File: config.mk
export PLATFORM = sky130hd
export DESIGN_NAME = falling_sand_hourglass_grid_flat
export DESIGN_NICKNAME = d
export VERILOG_FILES = /design/src/rtl/fsh_pkg.sv /design/src/rtl/fsh_in_if.sv /design/src/rtl/fsh_out_if.sv /design/src/rtl/fsh_row_ram.sv /design/src/rtl/fsh_mover.sv /design/src/rtl/falling_sand_hourglass_grid.sv /design/src/flat_wrapper.sv
export SDC_FILE = /design/constraint.sdc
export NUM_CORES = 1
export LEC_CHECK = 0
export ABC_AREA = 0
export BUFFER_PORTS_ARGS = -buffer_cell sky130_fd_sc_hd__buf_2
export CORE_ASPECT_RATIO = 0.5
export CORE_MARGIN = 2
export CORE_UTILIZATION = 45
export DETAILED_ROUTE_END_ITERATION = 8
export GPL_ROUTABILITY_DRIVEN = 0
export PLACE_DENSITY = 0.62
export SYNTH_ARGS = -nofsm -noshare
export SYNTH_HDL_FRONTEND = slang
export SYNTH_SLANG_ARGS = --single-unit
export TNS_END_PERCENT = 1
File: constraint.sdc
create_clock -name clk -period 12.4 [get_ports clk]
set_clock_uncertainty 0.15 [all_clocks]
set_input_delay 2.48 -clock clk [delete_from_list [all_inputs] [get_ports clk]]
set_output_delay 2.48 -clock clk [all_outputs]
set_load 0.01 [all_outputs]
File: src/rtl/fsh_pkg.sv
package fsh_pkg;

	localparam int HalfSide = 8;
	localparam int Side     = 2 * HalfSide;
	localparam int CoordW   = $clog2(Side);
	localparam int CellW    = 2 * CoordW;

	localparam logic [15:0] SeedAtReset = 16'd44257;

	typedef logic [CoordW-1:0] coord_t;
	typedef logic [Side-1:0]   row_t;

	typedef enum logic [1:0] {
		KIND_ORIENT = 2'd0,
		KIND_FRAME  = 2'd1,
		KIND_DROP   = 2'd2,
		KIND_NONE   = 2'd3
	} kind_t;

	typedef enum logic [1:0] {
		MODE_ANY   = 2'd0,
		MODE_UPPER = 2'd1,
		MODE_LOWER = 2'd2,
		MODE_RSVD  = 2'd3
	} mode_t;

	typedef enum logic [3:0] {
		ST_IDLE,
		ST_RDM,
		ST_RDC,
		ST_RDP,
		ST_DEC,
		ST_WRS,
		ST_WRD,
		ST_ORD,
		ST_OWR
	} state_t;

	// one cell visit handed to the mover
	typedef struct packed {
		logic [1:0] quad;
		coord_t     x;
		coord_t     y;
		logic       fwd;
		logic       side_en;
		mode_t      mode;
	} cell_req_t;

	// decision of the mover for one cell
	typedef struct packed {
		logic       moved;
		logic       same_row;
		logic       tie;
		coord_t     dst_y;
		row_t       src_row;
		row_t       dst_row;
		logic [15:0] lfsr_next;
	} move_t;

	// reset row content: columns 0..HalfSide-2 filled in upper rows
	function automatic row_t reset_row(coord_t y);
		row_t r;
		r = '0;
		if (int'(y) >= HalfSide) begin
			r[HalfSide-2:0] = '1;
		end
		return r;
	endfunction

endpackage

File: src/rtl/fsh_in_if.sv
interface fsh_in_if;
	logic        valid;
	logic        ready;
	logic [1:0]  kind;
	logic signed [15:0] accel_x;
	logic signed [15:0] accel_y;

	modport source (output valid, output kind, output accel_x, output accel_y, input ready);
	modport sink (input valid, input kind, input accel_x, input accel_y, output ready);
endinterface

File: src/rtl/fsh_out_if.sv
interface fsh_out_if;
	logic       valid;
	logic       ready;
	logic [3:0] row_index;
	logic [7:0] row_bits;
	logic       last_row;

	modport source (output valid, output row_index, output row_bits, output last_row, input ready);
	modport sink (input valid, input row_index, input row_bits, input last_row, output ready);
endinterface

File: src/rtl/fsh_row_ram.sv
module fsh_row_ram (
	input  logic           clk,
	input  logic           arst_n,
	input  logic           rd_en,
	input  fsh_pkg::coord_t rd_addr,
	output fsh_pkg::row_t  rd_data,
	input  logic           wr_en,
	input  fsh_pkg::coord_t wr_addr,
	input  fsh_pkg::row_t  wr_data
);
	import fsh_pkg::*;

	row_t             mem [Side];
	logic [Side-1:0]  valid_q;
	row_t             mem_rd_q;
	logic             vld_rd_q;
	coord_t           addr_rd_q;

	always_ff @(posedge clk) begin
		if (wr_en) begin
			mem[wr_addr] <= wr_data;
		end
		if (rd_en) begin
			mem_rd_q  <= mem[rd_addr];
			addr_rd_q <= rd_addr;
		end
	end

	// a row never written reads as its reset content
	always_ff @(posedge clk or negedge arst_n) begin
		if (!arst_n) begin
			valid_q  <= '0;
			vld_rd_q <= 1'b0;
		end else begin
			if (rd_en) begin
				vld_rd_q <= valid_q[rd_addr];
			end
			if (wr_en) begin
				valid_q[wr_addr] <= 1'b1;
			end
		end
	end

	assign rd_data = vld_rd_q ? mem_rd_q : reset_row(addr_rd_q);
endmodule

File: src/rtl/fsh_mover.sv
module fsh_mover (
	input  fsh_pkg::cell_req_t req,
	input  fsh_pkg::row_t      row_m,
	input  fsh_pkg::row_t      row_c,
	input  fsh_pkg::row_t      row_p,
	input  logic [15:0]        lfsr,
	output fsh_pkg::move_t     mv
);
	import fsh_pkg::*;

	typedef logic signed [CoordW+1:0] scoord_t;

	logic signed [1:0] fdx, fdy, ldx, ldy, rdx, rdy;
	scoord_t sx, sy;
	logic    cur, f_ok, l_ok, r_ok, go_left;
	logic signed [1:0] tdx, tdy;
	scoord_t tx, ty;
	logic    fb;

	always_comb begin
		case (req.quad)
			2'd0: begin fdx = 2'sd1;  fdy = -2'sd1; ldx = 2'sd0;  ldy = -2'sd1;
				rdx = 2'sd1; rdy = 2'sd0; end
			2'd1: begin fdx = 2'sd1;  fdy = 2'sd1;  ldx = 2'sd1;  ldy = 2'sd0;
				rdx = 2'sd0; rdy = 2'sd1; end
			2'd2: begin fdx = -2'sd1; fdy = 2'sd1;  ldx = -2'sd1; ldy = 2'sd0;
				rdx = 2'sd0; rdy = 2'sd1; end
			default: begin fdx = -2'sd1; fdy = -2'sd1; ldx = -2'sd1; ldy = 2'sd0;
				rdx = 2'sd0; rdy = -2'sd1; end
		endcase
	end

	function automatic row_t pick_row(logic signed [1:0] dy, row_t m, row_t c, row_t p);
		row_t r;
		case (dy)
			-2'sd1:  r = m;
			2'sd1:   r = p;
			default: r = c;
		endcase
		return r;
	endfunction

	function automatic logic is_free(scoord_t x, scoord_t y, logic signed [1:0] dy,
		mode_t mode, row_t m, row_t c, row_t p);
		logic up, lo, ok;
		row_t r;
		up = (x >= 0) && (x < scoord_t'(HalfSide)) && (y >= scoord_t'(HalfSide))
			&& (y < scoord_t'(Side));
		lo = (x >= scoord_t'(HalfSide)) && (x < scoord_t'(Side)) && (y >= 0)
			&& (y < scoord_t'(HalfSide));
		case (mode)
			MODE_UPPER: ok = up;
			MODE_LOWER: ok = lo;
			default:    ok = up || lo;
		endcase
		r = pick_row(dy, m, c, p);
		return ok && !r[x[CoordW-1:0]];
	endfunction

	always_comb begin
		sx   = scoord_t'({2'b00, req.x});
		sy   = scoord_t'({2'b00, req.y});
		cur  = row_c[req.x];
		f_ok = req.fwd && is_free(sx + scoord_t'(fdx), sy + scoord_t'(fdy), fdy, MODE_ANY,
			row_m, row_c, row_p);
		l_ok = req.side_en && is_free(sx + scoord_t'(ldx), sy + scoord_t'(ldy), ldy,
			req.mode, row_m, row_c, row_p);
		r_ok = req.side_en && is_free(sx + scoord_t'(rdx), sy + scoord_t'(rdy), rdy,
			req.mode, row_m, row_c, row_p);
		fb   = lfsr[0] ^ lfsr[2] ^ lfsr[3] ^ lfsr[5];
		mv.lfsr_next = {fb, lfsr[15:1]};
		mv.tie  = cur && !f_ok && l_ok && r_ok;
		go_left = mv.tie ? !lfsr[1] : l_ok;
		if (f_ok) begin
			tdx = fdx; tdy = fdy;
		end else if (go_left) begin
			tdx = ldx; tdy = ldy;
		end else begin
			tdx = rdx; tdy = rdy;
		end
		mv.moved    = cur && (f_ok || l_ok || r_ok);
		tx          = sx + scoord_t'(tdx);
		ty          = sy + scoord_t'(tdy);
		mv.dst_y    = ty[CoordW-1:0];
		mv.same_row = (tdy == 2'sd0);
		mv.src_row  = row_c;
		mv.src_row[req.x] = 1'b0;
		if (mv.same_row) begin
			mv.src_row[tx[CoordW-1:0]] = 1'b1;
		end
		mv.dst_row = pick_row(tdy, row_m, row_c, row_p);
		mv.dst_row[tx[CoordW-1:0]] = 1'b1;
	end
endmodule

File: src/rtl/falling_sand_hourglass_grid.sv
// Falling-sand hourglass grain map, 16x16 cells in two 8x8 regions joined at the neck.
// in_ch (sink) takes one word per command: kind 0 sets gravity from the accel signs,
// kind 1 runs a frame step, kind 2 passes one grain through the neck, kind 3 is dropped.
// out_ch (source) gives 16 row words after each frame step, row 0 first, last_row on 15.
// cfg_we/cfg_wdata load the tie-break LFSR seed (zero loads the reset seed).
// The map lives in a 16-row by 16-bit RAM with a registered read port.
// Each cell visit reads the rows above, at and below the cell (three reads), decides,
// then, if the grain moves, writes the source row and, for a move across rows, the
// target row. Quadrants 0 and 2 visit 128 cells, quadrants 1 and 3 all 256; the
// readout then reads each row in turn into the output register.
// An orientation word only sets the quadrant; a drop tick runs one cell visit at the
// neck in quadrants 0 and 2 and does nothing in quadrants 1 and 3.
// in_ch.ready is high only while the sequencer is idle; one command runs at a time.
// A stalled receiver holds the row word in the output register and the readout waits.
// Reset: per-row valid bits make the RAM read as the initial sand load at once, so no
// clearing pass is needed; gravity goes to quadrant 0 and the LFSR to its reset seed.
module falling_sand_hourglass_grid (
	input  logic        clk,
	input  logic        arst_n,
	fsh_in_if.sink      in_ch,
	fsh_out_if.source   out_ch,
	input  logic        cfg_we,
	input  logic [15:0] cfg_wdata
);
	import fsh_pkg::*;

	state_t      state_q, state_d;
	logic [1:0]  quad_q;
	logic [15:0] lfsr_q;
	logic [CellW-1:0] cnt_q;
	logic        drop_q;
	coord_t      orow_q;
	row_t        row_m_q, row_c_q;
	move_t       mv, mv_q;
	cell_req_t   req;

	logic        rd_en, wr_en;
	coord_t      rd_addr, wr_addr;
	row_t        rd_data, wr_data;
	logic        out_free, in_acc, last_cell;

	logic        out_valid_q;
	logic [3:0]  out_index_q;
	logic [7:0]  out_bits_q;
	logic        out_last_q;

	localparam int RegBits = CellW - 2;

	assign in_acc   = in_ch.valid && in_ch.ready;
	assign out_free = !out_valid_q || out_ch.ready;
	assign in_ch.ready = (state_q == ST_IDLE);

	// map scan index and quadrant to the cell, following each quadrant's visit order
	always_comb begin
		logic [RegBits-1:0] i;
		logic [CoordW-2:0]  a, b;
		logic               hi;
		i  = cnt_q[RegBits-1:0];
		a  = i[RegBits-1:CoordW-1];
		b  = i[CoordW-2:0];
		hi = cnt_q[RegBits];
		req.quad    = quad_q;
		req.side_en = !drop_q;
		req.fwd     = 1'b1;
		req.mode    = MODE_ANY;
		req.x       = '0;
		req.y       = '0;
		if (drop_q) begin
			req.x = (quad_q == 2'd0) ? coord_t'(HalfSide - 1) : coord_t'(HalfSide);
			req.y = (quad_q == 2'd0) ? coord_t'(HalfSide) : coord_t'(HalfSide - 1);
		end else begin
			case (quad_q)
				2'd0: begin
					req.y    = {hi, a};
					req.x    = {!hi, ~b};
					req.fwd  = !hi;
					req.mode = hi ? MODE_UPPER : MODE_LOWER;
				end
				2'd2: begin
					req.y    = hi ? {1'b1, ~a} : {1'b0, a};
					req.x    = hi ? {1'b0, ~b} : {1'b1, b};
					req.fwd  = hi;
					req.mode = hi ? MODE_UPPER : MODE_LOWER;
				end
				2'd1: begin
					req.x = cnt_q[CellW-1:CoordW];
					req.y = cnt_q[CoordW-1:0];
				end
				default: begin
					req.x = ~cnt_q[CellW-1:CoordW];
					req.y = ~cnt_q[CoordW-1:0];
				end
			endcase
		end
	end

	assign last_cell = (quad_q[0] == 1'b0) ? (cnt_q[RegBits:0] == '1) : (cnt_q == '1);

	fsh_mover u_mover (
		.req   (req),
		.row_m (row_m_q),
		.row_c (row_c_q),
		.row_p (rd_data),
		.lfsr  (lfsr_q),
		.mv    (mv)
	);

	fsh_row_ram u_ram (
		.clk     (clk),
		.arst_n  (arst_n),
		.rd_en   (rd_en),
		.rd_addr (rd_addr),
		.rd_data (rd_data),
		.wr_en   (wr_en),
		.wr_addr (wr_addr),
		.wr_data (wr_data)
	);

	// next state
	always_comb begin
		state_d = state_q;
		case (state_q)
			ST_IDLE: begin
				if (in_acc) begin
					if (kind_t'(in_ch.kind) == KIND_FRAME) begin
						state_d = ST_RDM;
					end else if (kind_t'(in_ch.kind) == KIND_DROP && quad_q[0] == 1'b0) begin
						state_d = ST_RDM;
					end
				end
			end
			ST_RDM: state_d = ST_RDC;
			ST_RDC: state_d = ST_RDP;
			ST_RDP: state_d = ST_DEC;
			ST_DEC: begin
				if (mv.moved) begin
					state_d = ST_WRS;
				end else if (drop_q) begin
					state_d = ST_IDLE;
				end else begin
					state_d = last_cell ? ST_ORD : ST_RDM;
				end
			end
			ST_WRS: begin
				if (!mv_q.same_row) begin
					state_d = ST_WRD;
				end else if (drop_q) begin
					state_d = ST_IDLE;
				end else begin
					state_d = last_cell ? ST_ORD : ST_RDM;
				end
			end
			ST_WRD: begin
				if (drop_q) begin
					state_d = ST_IDLE;
				end else begin
					state_d = last_cell ? ST_ORD : ST_RDM;
				end
			end
			ST_ORD: state_d = ST_OWR;
			ST_OWR: begin
				if (out_free) begin
					state_d = (orow_q == coord_t'(Side - 1)) ? ST_IDLE : ST_ORD;
				end
			end
			default: state_d = ST_IDLE;
		endcase
	end

	// RAM port control
	always_comb begin
		rd_en   = 1'b0;
		rd_addr = req.y;
		wr_en   = 1'b0;
		wr_addr = req.y;
		wr_data = mv_q.src_row;
		case (state_q)
			ST_RDM: begin
				rd_en   = 1'b1;
				rd_addr = req.y - coord_t'(1);
			end
			ST_RDC: rd_en = 1'b1;
			ST_RDP: begin
				rd_en   = 1'b1;
				rd_addr = req.y + coord_t'(1);
			end
			ST_WRS: wr_en = 1'b1;
			ST_WRD: begin
				wr_en   = 1'b1;
				wr_addr = mv_q.dst_y;
				wr_data = mv_q.dst_row;
			end
			ST_ORD: begin
				rd_en   = 1'b1;
				rd_addr = orow_q;
			end
			default: rd_en = 1'b0;
		endcase
	end

	always_ff @(posedge clk or negedge arst_n) begin
		if (!arst_n) begin
			state_q     <= ST_IDLE;
			quad_q      <= 2'd0;
			lfsr_q      <= SeedAtReset;
			cnt_q       <= '0;
			drop_q      <= 1'b0;
			orow_q      <= '0;
			out_valid_q <= 1'b0;
		end else begin
			state_q <= state_d;
			if (cfg_we) begin
				lfsr_q <= (cfg_wdata == 16'd0) ? SeedAtReset : cfg_wdata;
			end
			// drop the word once taken, unless the next row word loads on the same edge
			if (out_valid_q && out_ch.ready && !(state_q == ST_OWR && out_free)) begin
				out_valid_q <= 1'b0;
			end
			case (state_q)
				ST_IDLE: begin
					if (in_acc) begin
						cnt_q  <= '0;
						orow_q <= '0;
						drop_q <= (kind_t'(in_ch.kind) == KIND_DROP);
						if (kind_t'(in_ch.kind) == KIND_ORIENT) begin
							// gravity quadrant from the accel sign bits
							if (in_ch.accel_y[15] && !in_ch.accel_x[15]) begin
								quad_q <= 2'd0;
							end else if (!in_ch.accel_y[15] && !in_ch.accel_x[15]) begin
								quad_q <= 2'd1;
							end else if (!in_ch.accel_y[15] && in_ch.accel_x[15]) begin
								quad_q <= 2'd2;
							end else begin
								quad_q <= 2'd3;
							end
						end
					end
				end
				ST_DEC: begin
					if (mv.tie) begin
						lfsr_q <= mv.lfsr_next;
					end
					if (!mv.moved) begin
						cnt_q <= cnt_q + 1'b1;
					end
				end
				ST_WRS: begin
					if (mv_q.same_row) begin
						cnt_q <= cnt_q + 1'b1;
					end
				end
				ST_WRD: cnt_q <= cnt_q + 1'b1;
				ST_OWR: begin
					if (out_free) begin
						out_valid_q <= 1'b1;
						orow_q      <= orow_q + 1'b1;
					end
				end
				default: cnt_q <= cnt_q;
			endcase
		end
	end

	// window rows, decision latch and output row word
	always_ff @(posedge clk) begin
		if (state_q == ST_RDC) begin
			row_m_q <= rd_data;
		end
		if (state_q == ST_RDP) begin
			row_c_q <= rd_data;
		end
		if (state_q == ST_DEC) begin
			mv_q <= mv;
		end
		if (state_q == ST_OWR && out_free) begin
			out_index_q <= orow_q;
			out_bits_q  <= (int'(orow_q) < HalfSide) ? rd_data[Side-1:HalfSide]
				: rd_data[HalfSide-1:0];
			out_last_q  <= (orow_q == coord_t'(Side - 1));
		end
	end

	assign out_ch.valid     = out_valid_q;
	assign out_ch.row_index = out_index_q;
	assign out_ch.row_bits  = out_bits_q;
	assign out_ch.last_row  = out_last_q;

	// a frame command keeps the input side closed on the next cycle
	a_frame_busy: assert property (@(posedge clk) disable iff (!arst_n)
		in_acc && kind_t'(in_ch.kind) == KIND_FRAME |=> !in_ch.ready)
		else $error("input ready right after a frame command");

	// the map is never written while idle
	a_idle_no_write: assert property (@(posedge clk) disable iff (!arst_n)
		state_q == ST_IDLE |-> !wr_en)
		else $error("map write while idle");

	// the last row word of a frame is not directly followed by a further word
	a_last_ends: assert property (@(posedge clk) disable iff (!arst_n)
		out_ch.valid && out_ch.ready && out_ch.last_row |=> !out_ch.valid)
		else $error("row word after the last row");
endmodule

File: src/flat_wrapper.sv
// flat-port wrapper written by rule: the top's interface ports become plain ports
module falling_sand_hourglass_grid_flat import fsh_pkg::*;
  (clk, arst_n, cfg_we, cfg_wdata, in_ch_valid, in_ch_kind, in_ch_accel_x, in_ch_accel_y, in_ch_ready, out_ch_valid, out_ch_row_index, out_ch_row_bits, out_ch_last_row, out_ch_ready);
  fsh_in_if in_ch_i ();
  fsh_out_if out_ch_i ();
  input  logic clk;
  input  logic arst_n;
  input  logic cfg_we;
  input  logic [15:0] cfg_wdata;
  input wire logic [$bits(in_ch_i.valid)-1:0] in_ch_valid;
  input wire logic [$bits(in_ch_i.kind)-1:0] in_ch_kind;
  input wire logic [$bits(in_ch_i.accel_x)-1:0] in_ch_accel_x;
  input wire logic [$bits(in_ch_i.accel_y)-1:0] in_ch_accel_y;
  output wire logic [$bits(in_ch_i.ready)-1:0] in_ch_ready;
  output wire logic [$bits(out_ch_i.valid)-1:0] out_ch_valid;
  output wire logic [$bits(out_ch_i.row_index)-1:0] out_ch_row_index;
  output wire logic [$bits(out_ch_i.row_bits)-1:0] out_ch_row_bits;
  output wire logic [$bits(out_ch_i.last_row)-1:0] out_ch_last_row;
  input wire logic [$bits(out_ch_i.ready)-1:0] out_ch_ready;
  assign in_ch_i.valid = in_ch_valid;
  assign in_ch_i.kind = in_ch_kind;
  assign in_ch_i.accel_x = in_ch_accel_x;
  assign in_ch_i.accel_y = in_ch_accel_y;
  assign in_ch_ready = in_ch_i.ready;
  assign out_ch_valid = out_ch_i.valid;
  assign out_ch_row_index = out_ch_i.row_index;
  assign out_ch_row_bits = out_ch_i.row_bits;
  assign out_ch_last_row = out_ch_i.last_row;
  assign out_ch_i.ready = out_ch_ready;
  falling_sand_hourglass_grid u_core (.clk(clk), .arst_n(arst_n), .in_ch(in_ch_i), .out_ch(out_ch_i), .cfg_we(cfg_we), .cfg_wdata(cfg_wdata));
endmodule
[Word-level counts from Yosys, hierarchy flattened]
Memory sizes are Yosys's and may differ from the RTL's. A register that Yosys moved wholly into a read port is not among the register bits.
Index checks and enable logic that the tools add are counted.
Cells by class
  reductions and logical operators: 73
  multiplexer cells: 86
  add/sub/neg operators: 12
  bitwise operators: 13
  equality and inequality tests: 30
  order comparisons: 36
Operator list (count)
  $pmux W16 S2: 4
  $mux W16: 7
  $mux W4: 14
  $or A16 B16 Y16: 3
  $mux W8: 5
  $logic_and A1 B1 Y1: 39
  $pmux W4 S9: 1
  $pmux W8 S4: 1
  $add A5 B2 Y6: 5
  $ge A6 B1 Y1 const B: 5
  $ge A6 B5 Y1 const B: 5
  $lt A6 B5 Y1 const B: 5
  $lt A6 B6 Y1 const B: 5
  $lt A4 B6 Y1 const B: 4
  $mux W2: 12
  $pmux W8 S3: 1
  $mux W1: 23
  $bmux W1 S4: 5
  $and A16 B16 Y16: 1
  $eq A4 B3 Y1 const B: 4
  $logic_not A16 Y1: 1
  $not A16 Y16: 1
  $lt A4 B5 Y1 const B: 3
  $eq A2 B1 Y1 const B: 7
  other kinds (43): 89
Storage, ports and cells
  bits in registers: 139
  word-level logic and storage cells: 270
  RAM bits: 256
  memories kept: 1
Memories
  u_core.u_ram.mem: depth 16, bits a word 16, rd ports 1, clocked after Yosys merged registers in 1, wr ports 1, RTL line fsh_row_ram.sv:13  | row_t mem [Side];

[Longest topological paths before layout]
  depth after elaboration: 26
  mapped depth: 30

[Hierarchy]
A second synthesis with hierarchy kept.
Unflattened totals
  cell total of the unflattened synthesis: 1354
  area total of the unflattened synthesis: 20126.8 um^2
Modules (own cells, without submodules)
  fsh_row_ram: times used 1, seq. area each 8623.3 um^2, area an instance 11006.8 um^2, cells an instance 461
  falling_sand_hourglass_grid: times used 1, seq. area each 3373.2 um^2, area an instance 5410.2 um^2, cells an instance 436
  fsh_mover: times used 1, seq. area each 0.0 um^2, area an instance 3709.8 um^2, cells an instance 457

[Least setup slack after synthesis]
Ideal clock, no wire load.
  path type: flip-flop to flip-flop
  from: register u_core.quad_q[0]
  to: register u_core.mv_q[38] (netlist bit) (data pin)
  clock period less this slack: 6583 ps
  library setup time: 169 ps
  buffers on the path: 3
  setup slack: 5817 ps
  arrival: 6264 ps
  cell stages (with the launch flop): 27
  cell sequence: dfrtp_1 > ha_1 > clkbuf_1 > buf_2 > nand2_1 > a31oi_1 > inv_1 > ha_1 > a211o_1 > nand3_1 > o31a_1 > a2111o_1 > a2111oi_2 > a31oi_1 > o31a_1 > buf_6 > o21ai_2 > inv_1 > ha_1 > a21o_1 > a21oi_1 > xnor2_1 > xnor2_1 > nand2_1 > mux2i_1 > nand3b_1 > o31ai_1
RTL lines
  start: declaration: RTL line falling_sand_hourglass_grid.sv:28  | logic [1:0] quad_q;
  start signal: assignment: RTL line falling_sand_hourglass_grid.sv:204  | quad_q <= 2'd0;
  start signal: assignment: RTL line falling_sand_hourglass_grid.sv:228  | quad_q <= 2'd0;
  start signal: assignment: RTL line falling_sand_hourglass_grid.sv:230  | quad_q <= 2'd1;
  end signal: assignment: RTL line falling_sand_hourglass_grid.sv:273  | mv_q <= mv;
  end: declaration: RTL line falling_sand_hourglass_grid.sv:34  | move_t mv, mv_q;

==> parameters.txt <==
Parameter                              Value

STA
  Setup TNS Final    0 ns
  Number of max-slew violations in the final report    0
  Count of endpoints failing setup in the final report    0
  Setup repair after global routing missed its margin    no
  Clock period minus final worst setup slack    roughly 8.3 ns
  Worst Tran Pin Value    0.9911 ns
  Fmax    119.8 MHz
  Fin crit share    approximately 67%
  Relative max-transition margin    33.86%
  Final hold violations    0

Drt
  Via count of the routed design    between 10k and 15k
  DR WL/cell    around 23 µm
  Violation count after the first detailed-routing iteration    1441
  Routed Antenna Nets    0
  Vias per cell    5.958
  Router iterations before antenna repair    7
  DRT Wirelength    53720 µm
  Final routed DRC violation total    0

Clock network
  CTS buffer count    39
  Insertion delay of the later-clocked pin in the worst-skew pair    between 0.5 and 0.6 ns
  H-Tree Depth    2
  Buffer type at the clock tree root    sky130_fd_sc_hd__clkbuf_16
  Clock-pin transition on the worst setup and hold timing paths    approximately 0.070 ns
  TritonCTS clock tree    done
  Number of buffers inserted by hold repair at cts    0
  Number of instances resized during post-cts repair    0
  Clock Path Buffers    3
  Setup repair bufs after CTS    0
  Sinks on Clock Net    408

GRT
  Number of antenna violations at the first check in global routing    0
  Aggregate global routing overflow    0
  Global-route wire length before repair    80930 µm
  Vias in the first global route    13.24k
  Pin count of the biggest net entering global routing    72
  Combined global-route utilization of all metal layers    22.66%

Logic synthesis
  Cell area after technology mapping    about 20000 µm²
  Ys flop type    sky130_fd_sc_hd__edfxtp_1
  Number of distinct library cells after synthesis    89
  Number of warnings reported in the yosys synthesis log    0
  Proportion of synthesized flip-flops having asynchronous set or reset    between 10 and 15%
  Number of enable-type register cells in the synthesized netlist    355
  Net count after synthesis    1852
  Number of cells produced by synthesis    1747
  Sequential fraction of the synthesis area    59.21%
  Yosys reg bits    around 400
  Mean Syn Cell Area    ~12 µm²

Flow run
  Number of max-capacitance violations reported    0

Die
  Initial core utilization    approximately 46%
  Die Y    154.0 µm
  Placement Rows    54
  Core Area    around 44000 µm²
  Chip Width    304.1 µm
  Number of top-level pins    70
  Die footprint    46840 µm²

Worst setup path
  Crit path launch type    flip-flop
  Critical-path cell with the highest stage delay    sky130_fd_sc_hd__mux4_1
  Required time of the critical path    12.60 ns
  Crit end category    flip-flop
  CP peak stage delay    0.67 ns
  Worst R2R Setup Slack    ~4 ns
  Logic depth of the worst register-to-register path    25
  Critical register-to-register path startpoint    u_core.quad_q[0]
  Reg2Reg Capture Point    u_core.mv_q[34]
  Arrival time of data at the critical path endpoint    8.55 ns
  Peak fanout along the critical path    20
  WS Path Type    reg2reg

Cells and area
  Post-layout nets    1866
  Diode insertion count for antenna repair    0
  Combined area of the multi-input logic cells    7655 µm²
  Area delta synth->final    10.86%
  Fillcell total    3800
  Layout cells sized above 1    roughly 14%
  Area of all sequential standard cells    12000 µm²

Hold path
  Start point of the worst min-delay path    u_core.u_ram.valid_q[9]
  Class of the tightest hold or removal check    reg2reg
  WHS Path Cells    1
  Hold Crit Endpoint    u_core.u_ram.valid_q[9]

Run status
  Outcome    finished clean

Placement
  Sum of net half-perimeters after detailed placement    ~33000 µm
  Count of buffers inserted at the top-level ports    39
metal layers:
metal / wire (µm) / vias up / track usage, %
met4: 978 / 0 / 4.904
met3: 3974 / 82 / 3.956
met5: 0 / - / 0
met1: 24980 / 7066 / 33.27
met2: 23780 / 509 / 35.37
li1: - / 6523 / -
synth_stat cells (all sizes together) (6+ instances only):
master,n,share of area [%]
a211o,11,0.48
a211oi,10,0.37
a21boi,6,0.22
a21o,10,0.37
a21oi,59,1.6
a221o,17,0.84
a311oi,49,2.1
a31oi,25,0.77
and3,39,1.2
buf,33,0.86
clkbuf,67,1.3
dfrtp,45,5.6
dfstp,8,1.0
edfxtp,355,53
fa,8,0.79
ha,42,2.6
inv,79,1.5
mux2,32,1.8
mux2i,28,1.4
mux4,19,2.2
nand2,347,6.4
nand2b,19,0.59
nand3,94,2.3
nand3b,9,0.33
nand4,8,0.25
nor2,71,1.4
nor2b,12,0.37
nor3,11,0.30
o211a,6,0.30
o211ai,10,0.37
o21a,6,0.22
o21ai,67,1.7
o22ai,16,0.49
o31ai,7,0.26
o32ai,8,0.35
or2,23,0.71
or3,7,0.24
xnor2,20,0.90
xor2,8,0.35
placed cells by master, fill, tap and decap left out, types with 23 or more instances in the layout:
cell                        count
sky130_fd_sc_hd__edfxtp_1     355
sky130_fd_sc_hd__nand2_1      347
sky130_fd_sc_hd__nand3_1       94
sky130_fd_sc_hd__inv_1         76
sky130_fd_sc_hd__o21ai_0       61
sky130_fd_sc_hd__a21oi_1       55
sky130_fd_sc_hd__nor2_1        52
sky130_fd_sc_hd__a311oi_1      49
sky130_fd_sc_hd__dfrtp_1       45
sky130_fd_sc_hd__ha_1          42
sky130_fd_sc_hd__and3_1        39
sky130_fd_sc_hd__clkbuf_16     39
sky130_fd_sc_hd__buf_2         39
sky130_fd_sc_hd__buf_4         34
sky130_fd_sc_hd__mux2_2        30
sky130_fd_sc_hd__mux2i_1       27
sky130_fd_sc_hd__a31oi_1       25
sky130_fd_sc_hd__or2_2         23
area by class of cell:
type | instances | share of cell area (%)
Sequential cell | 408 | 53.42
Multi-Input combinational cell | 1160 | 34.08
Clock buffer | 44 | 4.429
Tap cell | 588 | 3.276
Timing Repair Buffer | 73 | 2.006
Clock inverter | 28 | 1.471
Inverter | 79 | 1.320
stage by stage:
stage / utilization [%] / hold slack [ns] / cell area [µm²] / cells / setup WS, ns
after floorplan: - / 0.2731 / 20260 / 1747 / 5.817
after global placement: 48.05 / 0.3000 / 21130 / 2308 / 4.289
after detailed placement: 48.05 / 0.3048 / 21130 / 2308 / 4.241
after CTS: 51.06 / 0.3208 / 22460 / 2380 / 4.228
after global routing: 51.06 / 0.3276 / 22460 / 2380 / 3.554
final: 51.06 / 0.3172 / 22460 / 2380 / 4.052
critical path, delay by kind of cell, from the launching register on:
family | cells | cell delay (ns)
AOI/OAI and AO/OA | 9 | 2.51
xor gates and xnor gates | 2 | 0.47
adders and majority gates | 3 | 1.28
buffers and inverters | 5 | 1.08
DFF | 1 | 0.47
muxes | 3 | 1.40
and+or+nand+nor | 3 | 0.77
cells by family after synthesis:
kind of cell | after synthesis | synth area share [%]
multiplexers | 79 | 5.466
AO/OA/AOI/OAI | 352 | 12.62
buffers and inverters | 179 | 3.582
XOR/XNOR | 28 | 1.248
flip-flops | 408 | 59.21
AND/OR/NAND/NOR | 651 | 14.49
adder cells (fa/ha/maj) | 50 | 3.384
state kept, by name, summed over array words and instances (netlist names):
signal,flops
u_core.cnt_q,8
u_core.out_ch.row_index,4
u_core.u_ram.mem_rd_q,16
u_core.quad_q,2
u_core.out_ch.valid,1
u_core.u_ram.addr_rd_q,1
u_core.u_ram.vld_rd_q,1
u_core.state_q,4
u_core.lfsr_q,16
u_core.row_c_q,16
u_core.orow_q,4
u_core.mv_q,37
u_core.row_m_q,16
u_core.u_ram.mem,256
u_core.drop_q,1
u_core.out_ch.last_row,1
u_core.u_ram.valid_q,16
u_core.out_ch.row_bits,8
worst max-delay path by stage:
stage / start / to / depth (start not counted)
final: u_core.quad_q[0] / u_core.mv_q[34] / 25
after global routing: u_core.quad_q[0] / u_core.mv_q[34] / 27
after CTS: u_core.quad_q[0] / u_core.mv_q[34] / 25
after detailed placement: u_core.quad_q[0] / u_core.mv_q[34] / 25
after global placement: u_core.quad_q[0] / u_core.mv_q[34] / 24
after floorplan: u_core.quad_q[0] / u_core.mv_q[38] / 26
Power is left out: the tool's default activity adds up to more than one toggle a clock period on the data nets, which glitch-free logic cannot reach.
